$ cat src/design/ppmhp_pkg.sv
// ----------------------------------------------------------------------------
// ppmhp_pkg
// shared types and constants of the binary ppm header parser
// ----------------------------------------------------------------------------
package ppmhp_pkg;

    // depth of the queue between classifier and parser
    localparam int unsigned Q_DEPTH = 4;

    // header characters
    localparam logic [7:0] CH_P     = 8'h50;  // 'P'
    localparam logic [7:0] CH_SIX   = 8'h36;  // '6'
    localparam logic [7:0] CH_NL    = 8'h0A;  // newline
    localparam logic [7:0] CH_HASH  = 8'h23;  // '#'
    localparam logic [7:0] CH_SPACE = 8'h20;  // ' '
    localparam logic [7:0] CH_ZERO  = 8'h30;  // '0'

    localparam logic [31:0] MAXVAL_OK = 32'd255;

    typedef enum logic [1:0] {
        ST_HDR    = 2'd0,
        ST_ACCEPT = 2'd1,
        ST_PIXEL  = 2'd2,
        ST_ERROR  = 2'd3
    } t_status;

    typedef enum logic [2:0] {
        ERR_NONE   = 3'd0,
        ERR_MAGIC  = 3'd1,
        ERR_NL     = 3'd2,
        ERR_SHORT  = 3'd3,
        ERR_MAXVAL = 3'd4
    } t_err;

    // classified input byte as it travels through the queue
    typedef struct packed {
        logic [7:0] data_byte;
        logic       last;
        logic       is_p;
        logic       is_six;
        logic       is_nl;
        logic       is_hash;
        logic       is_term;
    } t_item;

endpackage

$ cat src/design/ppmhp_in_if.sv
// ----------------------------------------------------------------------------
// ppmhp_in_if
// byte request channel into the header parser
// ----------------------------------------------------------------------------
interface ppmhp_in_if;
    logic       valid;
    logic       ready;
    logic [7:0] data_byte;
    logic       last;

    modport source (output valid, output data_byte, output last, input ready);
    modport sink   (input valid, input data_byte, input last, output ready);
endinterface

$ cat src/design/ppmhp_out_if.sv
// ----------------------------------------------------------------------------
// ppmhp_out_if
// result request channel out of the header parser
// ----------------------------------------------------------------------------
interface ppmhp_out_if;
    logic        valid;
    logic        ready;
    logic [1:0]  status;
    logic [2:0]  error_kind;
    logic [31:0] width;
    logic [31:0] height;
    logic [31:0] pixel_offset;
    logic [7:0]  pixel_byte;
    logic        last_out;

    modport source (
        output valid, output status, output error_kind, output width, output height,
        output pixel_offset, output pixel_byte, output last_out, input ready
    );
    modport sink (
        input valid, input status, input error_kind, input width, input height,
        input pixel_offset, input pixel_byte, input last_out, output ready
    );
endinterface

$ cat src/design/ppmhp_front.sv
// ----------------------------------------------------------------------------
// ppmhp_front
// accepts input bytes and tags them with their character class
// ----------------------------------------------------------------------------
module ppmhp_front (
    ppmhp_in_if.sink          i_in,
    input  logic              i_full,
    output logic              o_push,
    output ppmhp_pkg::t_item  o_item
);
    import ppmhp_pkg::*;

    assign i_in.ready = !i_full;
    assign o_push     = i_in.valid && !i_full;

    always_comb begin
        o_item.data_byte = i_in.data_byte;
        o_item.last      = i_in.last;
        o_item.is_p      = (i_in.data_byte == CH_P);
        o_item.is_six    = (i_in.data_byte == CH_SIX);
        o_item.is_nl     = (i_in.data_byte == CH_NL);
        o_item.is_hash   = (i_in.data_byte == CH_HASH);
        // number terminator: space or newline
        o_item.is_term   = (i_in.data_byte == CH_SPACE) || (i_in.data_byte == CH_NL);
    end

endmodule

$ cat src/design/ppmhp_queue.sv
// ----------------------------------------------------------------------------
// ppmhp_queue
// short fifo of classified bytes between classifier and parser
// ----------------------------------------------------------------------------
module ppmhp_queue #(
    parameter int unsigned Depth = ppmhp_pkg::Q_DEPTH
) (
    input  logic              i_clk,
    input  logic              i_rst_n,
    input  logic              i_push,
    input  ppmhp_pkg::t_item  i_item,
    output logic              o_full,
    input  logic              i_pop,
    output logic              o_valid,
    output ppmhp_pkg::t_item  o_item
);
    import ppmhp_pkg::*;

    localparam int unsigned PtrW = (Depth > 1) ? $clog2(Depth) : 1;
    localparam int unsigned CntW = $clog2(Depth + 1);

    t_item             r_mem [Depth];
    logic [PtrW-1:0]   r_wr_ptr;
    logic [PtrW-1:0]   r_rd_ptr;
    logic [CntW-1:0]   r_count;
    logic              wr_en;
    logic              rd_en;

    assign o_full  = (r_count == CntW'(Depth));
    assign o_valid = (r_count != '0);
    assign o_item  = r_mem[r_rd_ptr];
    assign wr_en   = i_push && !o_full;
    assign rd_en   = i_pop && o_valid;

    always_ff @(posedge i_clk) begin
        if (wr_en) begin
            r_mem[r_wr_ptr] <= i_item;
        end
    end

    always_ff @(posedge i_clk) begin
        if (!i_rst_n) begin
            r_wr_ptr <= '0;
            r_rd_ptr <= '0;
            r_count  <= '0;
        end else begin
            if (wr_en) begin
                r_wr_ptr <= (r_wr_ptr == PtrW'(Depth - 1)) ? '0 : r_wr_ptr + 1'b1;
            end
            if (rd_en) begin
                r_rd_ptr <= (r_rd_ptr == PtrW'(Depth - 1)) ? '0 : r_rd_ptr + 1'b1;
            end
            if (wr_en && !rd_en) begin
                r_count <= r_count + 1'b1;
            end else if (rd_en && !wr_en) begin
                r_count <= r_count - 1'b1;
            end
        end
    end

endmodule

$ cat src/design/ppmhp_back.sv
// ----------------------------------------------------------------------------
// ppmhp_back
// header state machine, number accumulation and result register
// ----------------------------------------------------------------------------
module ppmhp_back (
    input  logic              i_clk,
    input  logic              i_rst_n,
    input  logic              i_item_valid,
    input  ppmhp_pkg::t_item  i_item,
    output logic              o_pop,
    ppmhp_out_if.source       o_out
);
    import ppmhp_pkg::*;

    typedef enum logic [3:0] {
        PH_P, PH_SIX, PH_NL, PH_OPT, PH_COMMENT,
        PH_WIDTH, PH_HEIGHT, PH_MAXVAL, PH_PIXELS, PH_ERROR
    } t_phase;

    // parse state
    t_phase      r_phase, n_phase;
    logic [31:0] r_acc, n_acc;
    logic [31:0] r_width, n_width;
    logic [31:0] r_height, n_height;
    logic [31:0] r_index, n_index;
    logic [31:0] r_offset, n_offset;
    t_err        r_err, n_err;

    // result register
    logic        r_out_valid;
    t_status     r_o_status, n_o_status;
    t_err        r_o_err, n_o_err;
    logic [31:0] r_o_width, n_o_width;
    logic [31:0] r_o_height, n_o_height;
    logic [31:0] r_o_offset, n_o_offset;
    logic [7:0]  r_o_pixel, n_o_pixel;
    logic        r_o_last;

    logic [31:0] acc_step;
    logic        num;
    t_status     status;

    assign o_pop = i_item_valid && (!r_out_valid || o_out.ready);

    // acc * 10 + (byte - '0'), wrapping
    assign acc_step = {r_acc[28:0], 3'b000} + {r_acc[30:0], 1'b0}
                    + {24'd0, i_item.data_byte} - {24'd0, CH_ZERO};

    always_comb begin
        n_phase  = r_phase;
        n_acc    = r_acc;
        n_width  = r_width;
        n_height = r_height;
        n_offset = r_offset;
        n_err    = r_err;
        status   = ST_HDR;
        num      = 1'b0;

        case (r_phase)
            PH_P: begin
                if (!i_item.is_p) begin
                    n_phase = PH_ERROR; n_err = ERR_MAGIC;
                end else if (i_item.last) begin
                    n_phase = PH_ERROR; n_err = ERR_SHORT;
                end else begin
                    n_phase = PH_SIX;
                end
            end
            PH_SIX: begin
                if (!i_item.is_six) begin
                    n_phase = PH_ERROR; n_err = ERR_MAGIC;
                end else if (i_item.last) begin
                    n_phase = PH_ERROR; n_err = ERR_SHORT;
                end else begin
                    n_phase = PH_NL;
                end
            end
            PH_NL: begin
                if (!i_item.is_nl) begin
                    n_phase = PH_ERROR; n_err = ERR_NL;
                end else if (i_item.last) begin
                    n_phase = PH_ERROR; n_err = ERR_SHORT;
                end else begin
                    n_phase = PH_OPT;
                end
            end
            PH_OPT: begin
                if (i_item.is_hash) begin
                    if (i_item.last) begin
                        n_phase = PH_ERROR; n_err = ERR_SHORT;
                    end else begin
                        n_phase = PH_COMMENT;
                    end
                end else begin
                    // no comment: this byte already belongs to the width
                    n_phase = PH_WIDTH;
                    num     = 1'b1;
                end
            end
            PH_COMMENT: begin
                if (i_item.last) begin
                    n_phase = PH_ERROR; n_err = ERR_SHORT;
                end else if (i_item.is_nl) begin
                    n_phase = PH_WIDTH;
                end
            end
            PH_WIDTH, PH_HEIGHT, PH_MAXVAL: begin
                num = 1'b1;
            end
            PH_PIXELS: begin
                status = ST_PIXEL;
            end
            default: begin
            end
        endcase

        if (num) begin
            if (i_item.last) begin
                n_phase = PH_ERROR; n_err = ERR_SHORT;
            end else if (i_item.is_term) begin
                n_acc = '0;
                if (r_phase == PH_WIDTH || r_phase == PH_OPT) begin
                    n_width = r_acc;
                    n_phase = PH_HEIGHT;
                end else if (r_phase == PH_HEIGHT) begin
                    n_height = r_acc;
                    n_phase  = PH_MAXVAL;
                end else if (r_acc != MAXVAL_OK) begin
                    n_phase = PH_ERROR; n_err = ERR_MAXVAL;
                end else begin
                    n_offset = r_index + 32'd1;
                    n_phase  = PH_PIXELS;
                    status   = ST_ACCEPT;
                end
            end else begin
                n_acc = acc_step;
            end
        end

        if (n_phase == PH_ERROR) begin
            status = ST_ERROR;
        end

        // result fields
        n_o_status = status;
        n_o_err    = (status == ST_ERROR) ? n_err : ERR_NONE;
        if (status == ST_ACCEPT || status == ST_PIXEL) begin
            n_o_width  = n_width;
            n_o_height = n_height;
            n_o_offset = n_offset;
        end else begin
            n_o_width  = '0;
            n_o_height = '0;
            n_o_offset = '0;
        end
        n_o_pixel = (status == ST_PIXEL) ? i_item.data_byte : 8'd0;

        // end of buffer restarts the parse
        if (i_item.last) begin
            n_phase  = PH_P;
            n_acc    = '0;
            n_width  = '0;
            n_height = '0;
            n_offset = '0;
            n_err    = ERR_NONE;
            n_index  = '0;
        end else begin
            n_index  = r_index + 32'd1;
        end
    end

    always_ff @(posedge i_clk) begin
        if (!i_rst_n) begin
            r_phase     <= PH_P;
            r_acc       <= '0;
            r_width     <= '0;
            r_height    <= '0;
            r_index     <= '0;
            r_offset    <= '0;
            r_err       <= ERR_NONE;
            r_out_valid <= 1'b0;
        end else begin
            if (o_pop) begin
                r_phase     <= n_phase;
                r_acc       <= n_acc;
                r_width     <= n_width;
                r_height    <= n_height;
                r_index     <= n_index;
                r_offset    <= n_offset;
                r_err       <= n_err;
                r_out_valid <= 1'b1;
                r_o_status  <= n_o_status;
                r_o_err     <= n_o_err;
                r_o_width   <= n_o_width;
                r_o_height  <= n_o_height;
                r_o_offset  <= n_o_offset;
                r_o_pixel   <= n_o_pixel;
                r_o_last    <= i_item.last;
            end else if (o_out.ready) begin
                r_out_valid <= 1'b0;
            end
        end
    end

    assign o_out.valid        = r_out_valid;
    assign o_out.status       = r_o_status;
    assign o_out.error_kind   = r_o_err;
    assign o_out.width        = r_o_width;
    assign o_out.height       = r_o_height;
    assign o_out.pixel_offset = r_o_offset;
    assign o_out.pixel_byte   = r_o_pixel;
    assign o_out.last_out     = r_o_last;

endmodule

$ cat src/design/ppm_header_parser.sv
// ----------------------------------------------------------------------------
// ppm_header_parser
// binary ppm (p6) header parser with pixel byte pass-through
// ----------------------------------------------------------------------------
// usage
//   i_in  : byte requests (data_byte, last), one per cycle at most
//   o_out : one result request per input byte, in the same order
//   the front classifies each byte (magic, newline, hash, terminator) and
//   pushes it into a small fifo; the back runs the header state machine and
//   the number accumulator and loads a result register
// path: an accepted byte goes through the fifo into the result register
// throughput: one byte per cycle while o_out.ready is high, set by the
//   single-step state machine; the result register is refilled in the
//   cycle it is taken
// reset: synchronous, active low; fifo empty, no result valid, parser
//   waiting for the magic 'P'
// stall: while o_out.ready is low the result holds, the fifo takes up to
//   QueueDepth more bytes, then i_in.ready drops
// ----------------------------------------------------------------------------
module ppm_header_parser #(
    parameter int unsigned QueueDepth = ppmhp_pkg::Q_DEPTH
) (
    input  logic         i_clk,
    input  logic         i_rst_n,
    ppmhp_in_if.sink     i_in,
    ppmhp_out_if.source  o_out
);
    import ppmhp_pkg::*;

    // front to fifo
    logic  push;
    logic  full;
    t_item push_item;

    // fifo to back
    logic  q_valid;
    logic  pop;
    t_item q_item;

    // byte classification and input handshake
    ppmhp_front u_front (
        .i_in   (i_in),
        .i_full (full),
        .o_push (push),
        .o_item (push_item)
    );

    // decoupling fifo so either side can stall alone
    ppmhp_queue #(
        .Depth (QueueDepth)
    ) u_queue (
        .i_clk   (i_clk),
        .i_rst_n (i_rst_n),
        .i_push  (push),
        .i_item  (push_item),
        .o_full  (full),
        .i_pop   (pop),
        .o_valid (q_valid),
        .o_item  (q_item)
    );

    // header state machine and result register
    ppmhp_back u_back (
        .i_clk        (i_clk),
        .i_rst_n      (i_rst_n),
        .i_item_valid (q_valid),
        .i_item       (q_item),
        .o_pop        (pop),
        .o_out        (o_out)
    );

endmodule

$ cat src/flat_wrapper.sv
// flat-port wrapper written by rule: the top's interface ports become plain ports
module ppm_header_parser_flat import ppmhp_pkg::*;
#(
    parameter int unsigned QueueDepth = ppmhp_pkg::Q_DEPTH
)
  (i_clk, i_rst_n, i_in_valid, i_in_data_byte, i_in_last, i_in_ready, o_out_valid, o_out_status, o_out_error_kind, o_out_width, o_out_height, o_out_pixel_offset, o_out_pixel_byte, o_out_last_out, o_out_ready);
  ppmhp_in_if i_in_i ();
  ppmhp_out_if o_out_i ();
  input  logic i_clk;
  input  logic i_rst_n;
  input wire logic [$bits(i_in_i.valid)-1:0] i_in_valid;
  input wire logic [$bits(i_in_i.data_byte)-1:0] i_in_data_byte;
  input wire logic [$bits(i_in_i.last)-1:0] i_in_last;
  output wire logic [$bits(i_in_i.ready)-1:0] i_in_ready;
  output wire logic [$bits(o_out_i.valid)-1:0] o_out_valid;
  output wire logic [$bits(o_out_i.status)-1:0] o_out_status;
  output wire logic [$bits(o_out_i.error_kind)-1:0] o_out_error_kind;
  output wire logic [$bits(o_out_i.width)-1:0] o_out_width;
  output wire logic [$bits(o_out_i.height)-1:0] o_out_height;
  output wire logic [$bits(o_out_i.pixel_offset)-1:0] o_out_pixel_offset;
  output wire logic [$bits(o_out_i.pixel_byte)-1:0] o_out_pixel_byte;
  output wire logic [$bits(o_out_i.last_out)-1:0] o_out_last_out;
  input wire logic [$bits(o_out_i.ready)-1:0] o_out_ready;
  assign i_in_i.valid = i_in_valid;
  assign i_in_i.data_byte = i_in_data_byte;
  assign i_in_i.last = i_in_last;
  assign i_in_ready = i_in_i.ready;
  assign o_out_valid = o_out_i.valid;
  assign o_out_status = o_out_i.status;
  assign o_out_error_kind = o_out_i.error_kind;
  assign o_out_width = o_out_i.width;
  assign o_out_height = o_out_i.height;
  assign o_out_pixel_offset = o_out_i.pixel_offset;
  assign o_out_pixel_byte = o_out_i.pixel_byte;
  assign o_out_last_out = o_out_i.last_out;
  assign o_out_i.ready = o_out_ready;
  ppm_header_parser #(.QueueDepth(QueueDepth)) u_core (.i_clk(i_clk), .i_rst_n(i_rst_n), .i_in(i_in_i), .o_out(o_out_i));
endmodule
$ cat config.mk
export PLATFORM = sky130hd
export DESIGN_NAME = ppm_header_parser_flat
export DESIGN_NICKNAME = d
export VERILOG_FILES = /design/src/design/ppmhp_pkg.sv /design/src/design/ppmhp_in_if.sv /design/src/design/ppmhp_out_if.sv /design/src/design/ppmhp_front.sv /design/src/design/ppmhp_queue.sv /design/src/design/ppmhp_back.sv /design/src/design/ppm_header_parser.sv /design/src/flat_wrapper.sv
export SDC_FILE = /design/constraint.sdc
export NUM_CORES = 1
export LEC_CHECK = 0
export ABC_AREA = 0
export BUFFER_PORTS_ARGS = -buffer_cell sky130_fd_sc_hd__buf_4
export CAP_MARGIN = 30
export CORE_MARGIN = 1
export CORE_UTILIZATION = 60
export DETAILED_ROUTE_END_ITERATION = 8
export PLACE_DENSITY = 0.87
export SYNTH_ARGS = -nofsm -noshare
export SYNTH_HDL_FRONTEND = slang
export SYNTH_SLANG_ARGS = --single-unit
$ cat constraint.sdc
create_clock -name i_clk -period 6.7 [get_ports i_clk]
set_input_delay 1.005 -clock i_clk [delete_from_list [all_inputs] [get_ports i_clk]]
set_output_delay 1.005 -clock i_clk [all_outputs]
set_load 0.1 [all_outputs]
=== Word level (Yosys, flattened, before mapping) ===
Memories as Yosys holds them, arrays and structs flattened. A register that Yosys moved wholly into a read port is not among the register bits.
Index checks and enable logic that the tools add are counted.

* Register bits after elaboration: 285
* RAM bits: 56
* Bits of input ports: 13
* Output and inout port bits: 112
* Memories kept: 1

{| class="wikitable"
|+ Memory list
! memory !! depth !! width !! read ports !! clocked after memory_dff !! wr ports !! line !! text
|-
| u_core.u_queue.r_mem || 4 || 14 || 1 || 1 || 1 || ppmhp_queue.sv:22 || <nowiki>t_item r_mem [Depth];</nowiki>
|}

* Add/sub/neg operators: 8
* Equality and inequality tests: 21
* Multiplexer cells: 73
* Reduce and logical (&&, ||, !) cells: 22

{| class="wikitable"
|+ Operator list
! kind !! number
|-
| $mux 32 || 22
|-
| $mux 4 || 16
|-
| $mux 3 || 14
|-
| $add 32x1->32 const B || 1
|-
| $add 32x32->32 || 1
|-
| $add 32x8->32 || 1
|-
| $ne 32x8->1 const B || 1
|-
| $sub 32x6->32 const B || 1
|-
| $eq 8x6->1 const B || 3
|-
| $mux 2 || 12
|-
| $pmux 4 s5 || 1
|-
| $eq 4x3->1 const B || 4
|-
| $pmux 3 s5 || 1
|-
| $eq 2x2->1 const B || 4
|-
| $eq 4x2->1 const B || 2
|-
| $eq 4x4->1 const B || 2
|-
| $eq 8x4->1 const B || 1
|-
| $eq 8x7->1 const B || 1
|-
| $logic_and 1x1->1 || 6
|-
| $mux 1 || 6
|-
| $reduce_bool 2->1 || 3
|-
| $add 2x1->2 const B || 2
|-
| $eq 4x1->1 const B || 1
|-
| $logic_not 1->1 || 4
|-
| other kinds (10) || 14
|}

=== Longest topological paths before layout ===
Gate-level depths: netlist of the first run.

* Word-level depth: 11
* Gate-level depth with buffers: 18

=== Modules after synthesis ===
From an unflattened synthesis of the first run, not the netlist that was laid out.

* Cell total of the unflattened synthesis: 1764
* Area total of the unflattened synthesis: 17659.4 um2

{| class="wikitable"
|+ Modules (own cells, without submodules)
! module !! times used !! cells each !! area each (um2) !! sequential area each (um2)
|-
| ppmhp_back || 1 || 1617 || 14970.6 || 6666.4
|-
| ppmhp_queue || 1 || 124 || 2516.2 || 1861.8
|-
| ppmhp_front || 1 || 23 || 172.7 || 0.0
|}

=== Worst setup path before layout of the first run ===
Ideal clock, no wire load.

* Kind: input -> register
* Start point: in i_rst_n
* End point: reg u_core.u_back.r_o_err[0], in the netlist u_core.u_back.o_out.error_kind[0], enable pin
* Data arrival time: 4234 ps
* Data required time: 6219 ps
* Setup slack: 1985 ps
* Stages: 4
* Buffers on the path: 3
* Cell sequence: buf_2 clkbuf_1 clkbuf_1 and2_1

* Cells in the longest elaborated chain, start to end: 1

{| class="wikitable"
|+ Ends and longest elaborated chain
! item !! line !! text
|-
| start, declared || flat_wrapper.sv:10 || <nowiki>input logic i_rst_n;</nowiki>
|-
| $reduce_and 2->1 (no source line) || n/a ||
|-
| end signal, assigned || ppmhp_back.sv:193 || <nowiki>r_o_err <= n_o_err;</nowiki>
|-
| end, declared || ppmhp_back.sv:32 || <nowiki>t_err r_o_err, n_o_err;</nowiki>
|}

No other way between the ends.
A chain may end at the register's enable or synchronous reset.

==> summary.txt, run 1 <==
Avg Cell Area, Syn - 10.6 µm²
Starting density of the core - 61.2%
Max layer used - met4
Final net count - 1819
Mapped Area - 17000 µm²
Prevailing post-synth register cell - dfxtp_1
Post-synth EDFFs - 166
GRT overflow - 0
Most common library cell in the layout ignoring fill and taps - nand2_1
CTS clk-pin slew, worst paths - 0.06 ns
CP Class - flop to flop
Area leader, netlist - edfxtp_1
Place WS - 1.86 ns
Cts bufs inserted - 36
First-pass GRT wire length - 61900 µm
Status - finished, final reports clean
Top-area cell type share of the netlist area - 29.2%
Crit end category - flop
Rel. slew slack - 36.0%
Post-DP HPWL - 26200 µm
Setup WS post-layout - 1.79 ns
Metal3 WL - 2500 µm
Row cnt - 61
Hold Path Class - flop to flop
DR vias/cell - 5.97
Register area share after synthesis - 50.0%
Critical path required time - 7.03 ns
FF+latch count, synth - 343
WHS Path Cells - 2
P_leak - 7.57 nW
DRT iter0 DRCs - 1140
Die area - 29100 µm²
RSZ-0062 raised after global routing - no
Core ar. - 27900 µm²
RePlAce Congestion - 0.879
Wire per inst - 18.5 µm
Reg-to-reg endpoint - u_core.u_back.o_out.height[24]
Max Buffers Root-to-Sink - 3
Max Clock Freq - 0.204 GHz
Skew-Pair Late Insertion Delay - 0.53 ns
Vias in the first global route - 12100
Die X - 171 µm
Root buf cell - clkbuf_16
First-pass iteration count of the detailed router - 5
Dpl cells - 2047
Synth Net Count - 1726
Worst slew pin tran - 0.958 ns
Crit path max fanout - 41
Final non-filler cell total - 2114
Async set-reset flop share out of synthesis - 0%
Setup Viol. Count Final - 0
CTS tree - built
Synth top area cells - edfxtp_1, dfxtp_1, ha_1, nand2_1, a22o_1
Crit path DAT - 5.23 ns
I/O pins - 125
Hold_buf cts - 0
Worst hold endpoint - u_core.u_back.r_offset[23]
Post-route setup TNS - 0 ns
Met1 Wirelength - 16700 µm
Total track usage - 26.9%
CTS sink cnt - 343
Distinct cell type count after synthesis - 81
Final Hold Viols - 0
Port bufs - 124
Commonest non-fill, non-tap cells in the layout - nand2_1, dfxtp_1, edfxtp_1
Synth-to-Final Area Change - 13.3%
Antenna Cells - 0
Peak supply drop - 0.374 mV
Post-route clock period utilization - 73.2%
Die Ht - 171 µm
Pwr/cell area - 421 nW/µm²
Yosys warnings - 0
Antenna-violating nets left - 0
Max Transition Viols Final - 0
Post-CTS sizing - 0
Initial antenna violation count - 0
Post-CTS Setup Bufs - 0
Startpoint Class - flop
Min Hold Slack - 0.457 ns
Total power - 0.00814 W
DR DRC count - 0
Filler cells - 1936
Final critical path time including I/O delays and setup - 4.91 ns
Via count - 12600
MaxCap Viol Count - 0
Hold_sp - u_core.u_back.r_offset[23]
Reg2reg path depth - 12
Final Skew - 0.0287 ns
Routed wl met2 - 18900 µm
Post-Route WL - 39100 µm
H-Tree Depth - 2
Share of cells above drive strength 1 - 13.5%
Largest net degree at the start of global routing - 74
Post-Synthesis Cells - 1615
Reg2Reg Setup Slack - 1.79 ns
## worst max-delay path by stage
stage / cells past startpoint / slack [ns] / to
4_1_cts: 12 / 1.84 / u_core.u_back.o_out.height[24]
6_report: 12 / 1.79 / u_core.u_back.o_out.height[24]
3_3_place_gp: 12 / 2.16 / u_core.u_back.o_out.height[21]
5_1_grt: 12 / 1.51 / u_core.u_back.o_out.height[24]
3_5_place_dp: 12 / 1.86 / u_core.u_back.o_out.height[24]
2_1_floorplan: 4 / 1.98 / u_core.u_back.o_out.error_kind[0]
## synthesized netlist by cell type (6+ instances only)
master / number
a211oi_1: 9
a21boi_0: 43
a21o_1: 12
a21oi_1: 47
a22o_1: 65
a22oi_1: 21
a31oi_1: 6
and2_1: 29
and3_1: 17
buf_2: 21
buf_4: 6
buf_6: 8
clkbuf_1: 44
dfxtp_1: 177
edfxtp_1: 166
fa_1: 7
ha_1: 91
inv_1: 111
mux2i_1: 39
mux4_2: 13
nand2_1: 205
nand2b_1: 13
nand3_1: 28
nand4_1: 11
nor2_1: 39
nor2b_1: 83
nor3_1: 20
nor4_1: 8
o211a_1: 29
o21a_1: 8
o21ai_0: 93
xnor2_1: 32
xor2_1: 25
## metal layers
layer  up-vias  GRT usage, %
met1      6137          34.7
met4         0          9.79
li1       5952             -
met3        74          4.53
met5         -             0
met2       464          45.5
## power breakdown
part / switching [W] / leakage (nW) / total [W] / internal [W]
logic: 0.00254 / 4.00 / 0.00358 / 0.00104
clock network: 0.000803 / 0.570 / 0.00194 / 0.00114
registers: 0.000137 / 3.00 / 0.00261 / 0.00248
## kinds of logic after synthesis
| group | synth area share [%] |
|---|---|
| xor gates and xnor gates | 2.93 |
| AOI/OAI and AO/OA | 15.6 |
| DFF | 50.0 |
| adders and majority gates | 7.50 |
| and+or+nand+nor | 14.6 |
| muxes | 4.14 |
| buffers and inverters | 5.18 |
## per-stage QoR
step,utilization [%],cell area [µm²]
after floorplan,-,17000
after global placement,65.0,18100
after detailed placement,65.1,18100
after CTS,69.3,19300
after global routing,69.3,19300
final,69.3,19300
## state kept, by name, indices dropped and copies added, names as in the netlist, 4 cells and up, named ones only
signal                            flops
u_core.u_queue.r_mem                 56
u_core.u_back.o_out.pixel_byte        8
u_core.u_back.o_out.width            32
u_core.u_back.r_width                32
u_core.u_back.o_out.height           32
u_core.u_back.o_out.pixel_offset     32
u_core.u_back.r_index                32
u_core.u_back.r_phase                 4
u_core.u_back.r_height               32
u_core.u_back.r_acc                  32
u_core.u_back.r_offset               32
## layout make-up
class	count	area, µm²	share of cell area (%)
flip-flops and latches	343	8530	44.2
multi-input cells	1073	7650	39.6
repair buffers	141	1070	5.56
clock buffers	52	1050	5.46
well taps	378	473	2.45
inverters	113	424	2.20
clock inverters	14	109	0.564
## critical path, stage by stage, from the launching register on
cell      delay (ns)
dfxtp_1         0.74
mux2_2          0.59
inv_2           0.49
and4_1          0.29
a21oi_1         0.06
o32a_1          0.31
o2111a_1        0.17
o31ai_1         0.24
a21oi_1         0.15
o41ai_1         0.16
ha_2            0.76
buf_4           0.42
a21boi_0        0.31
Power figures use the tool's default switching activity.
==> run 2: changes to the inputs <==
--- a/config.mk
+++ b/config.mk
@@ -9,9 +9,9 @@
 export BUFFER_PORTS_ARGS = -buffer_cell sky130_fd_sc_hd__buf_4
 export CAP_MARGIN = 30
 export CORE_MARGIN = 1
-export CORE_UTILIZATION = 60
+export CORE_UTILIZATION = 55
 export DETAILED_ROUTE_END_ITERATION = 8
-export PLACE_DENSITY = 0.87
+export PLACE_DENSITY = 0.85
 export SYNTH_ARGS = -nofsm -noshare
 export SYNTH_HDL_FRONTEND = slang
 export SYNTH_SLANG_ARGS = --single-unit
==> constraint.sdc (replaced) <==
create_clock -name i_clk -period 4.35 [get_ports i_clk]
set_input_delay 0.6525 -clock i_clk [delete_from_list [all_inputs] [get_ports i_clk]]
set_output_delay 0.6525 -clock i_clk [all_outputs]
set_load 0.1 [all_outputs]
==> run 2 against run 1 <==
Fmax is 21% higher. Clock skew is 0.00055 ns lower. Worst setup slack worse by 1.5 ns. Highest routed layer unchanged.
==> summary.txt, run 2 (synthesis results as in run 1) <==
Status - finished, final reports clean
CTS clk-pin slew, worst paths - 0.07 ns
Pwr/cell area - 650 nW/µm²
Reg2Reg Setup Slack - 0.29 ns
Crit path DAT - 4.47 ns
Max Clock Freq - 0.246 GHz
Critical Path Max Stage Delay - 0.55 ns
P_leak - 7.63 nW
Rel. slew slack - 44.2%
Post-Route WL - 38900 µm
Row cnt - 64
Area post-placement - 18200 µm²
Core ar. - 30500 µm²
Die X - 178 µm
Post-CTS Setup Bufs - 0
First-pass iteration count of the detailed router - 5
Final Skew - 0.0282 ns
Share of cells above drive strength 1 - 14.1%
Max reg flops - 56
Antenna-violating nets left - 0
I/O pins - 125
Total track usage - 24.6%
Startpoint Class - flop
Max Transition Viols Final - 0
Crit path max fanout - 6
Post-DP HPWL - 25400 µm
Commonest non-fill, non-tap cells in the layout - nand2_1, dfxtp_1, edfxtp_1
Reg-to-reg endpoint - u_core.u_back.r_acc[30]
Hold_buf cts - 0
RSZ-0062 raised after global routing - no
Setup Viol. Count Final - 0
Dpl cells - 2077
Crit end category - flop
CP max stage cell - mux4_2
Initial antenna violation count - 0
Port bufs - 124
CP Buf/Inv Count - 2
Final Hold Viols - 0
Critical path required time - 4.76 ns
CP Class - flop to flop
Die area - 31700 µm²
Post-Layout Inst Area - 19400 µm²
Crit path to - u_core.u_back.r_acc[30]
CP top delay family - compound AO/OA/AOI/OAI gates
Die Ht - 178 µm
Cts bufs inserted - 36
CTS tree - built
Hold Path Class - primary input to flop
Post-route setup TNS - 0 ns
Max Buffers Root-to-Sink - 3
DRT iter0 DRCs - 1232
Final non-filler cell total - 2143
Final net count - 1830
Final critical path time including I/O delays and setup - 4.06 ns
Reg2reg path depth - 14
H-Tree Depth - 2
Filler cells - 2317
Crit-path cells - mux4_2 -> inv_1 -> fa_1 -> inv_1 -> fa_1 -> ha_1 -> o21ai_0 -> o21ai_1 -> or4b_1 -> a21boi_4 -> a211oi_1 -> o41ai_2 -> xnor2_1 -> o21ai_1
Wire per inst - 18.2 µm
RePlAce Congestion - 0.910
CTS sink cnt - 343
Worst slew pin tran - 0.828 ns
Stages on worst setup path - 14
Antenna Cells - 0
GRT overflow - 0
Root buf cell - clkbuf_16
DR vias/cell - 5.94
Peak supply drop - 0.967 mV
Post-CTS sizing - 0
Most common library cell in the layout ignoring fill and taps - nand2_1
Largest Register - u_core.u_queue.r_mem
DR DRC count - 0
Synth-to-Final Area Change - 13.9%
Starting density of the core - 55.9%
First-pass GRT wire length - 62100 µm
Skew-Pair Late Insertion Delay - 0.53 ns
MaxCap Viol Count - 0
Post-route clock period utilization - 93.3%
Largest net degree at the start of global routing - 77
Via count - 12700
Vias in the first global route - 12200
[run 2: routing by layer]
layer | wire length (µm) | global-route usage [%] | vias up
li1 | - | - | 5969
met1 | 17100 | 33.7 | 6198
met2 | 18400 | 40.3 | 474
met3 | 2460 | 3.18 | 82
met4 | 915 | 8.01 | 0
met5 | 0 | 0 | -
[run 2: power breakdown]
group,switching (W),total (W),leakage (nW),internal (W)
sequential,0.000195,0.00401,3.00,0.00381
combinational,0.00391,0.00559,4.07,0.00168
clock,0.00129,0.00303,0.568,0.00173
total,0.00540,0.0126,7.63,0.00723
[run 2: metrics by stage]
step / hold slack (ns) / setup WS (ns) / total power [W] / util (%)
5_1_grt: 0.334 / 0.00282 / 0.0131 / 63.6
3_3_place_gp: 0.433 / 0.400 / 0.00951 / 59.8
6_report: 0.345 / 0.290 / 0.0126 / 63.6
2_1_floorplan: 0.424 / 0.238 / 0.00826 / -
4_1_cts: 0.333 / 0.252 / 0.0126 / 63.6
3_5_place_dp: 0.442 / 0.260 / 0.00959 / 59.8
[run 2: cell type report]
type / instances / area [µm²] / share of cell area, %
Sequential cell: 343 / 8530 / 43.9
Multi-Input combinational cell: 1073 / 7650 / 39.4
Timing Repair Buffer: 152 / 1150 / 5.94
Clock buffer: 44 / 973 / 5.01
Tap cell: 396 / 495 / 2.55
Inverter: 113 / 424 / 2.18
Clock inverter: 22 / 193 / 0.992
[run 2: worst min-delay path by stage]
stage                                          from                          to  slack [ns]  cells after the start
after floorplan           u_core.u_back.r_offset[1]   u_core.u_back.r_offset[1]        0.42                      2
after global placement    u_core.u_back.r_offset[1]   u_core.u_back.r_offset[1]        0.43                      2
after detailed placement  u_core.u_back.r_offset[1]   u_core.u_back.r_offset[1]        0.44                      2
after CTS                                 i_in_last  u_core.u_queue.r_mem[3][5]        0.33                      1
after global routing                      i_in_last  u_core.u_queue.r_mem[3][5]        0.33                      1
final                                     i_in_last  u_core.u_queue.r_mem[3][5]        0.34                      1
[run 2: worst register-to-register path, stage by stage, from the launching register on]
cell,delay [ns]
dfxtp_1,0.42
mux4_2,0.55
inv_1,0.08
fa_1,0.16
inv_1,0.06
fa_1,0.46
ha_1,0.37
o21ai_0,0.13
o21ai_1,0.18
or4b_1,0.54
a21boi_4,0.26
a211oi_1,0.13
o41ai_2,0.36
xnor2_1,0.16
o21ai_1,0.07
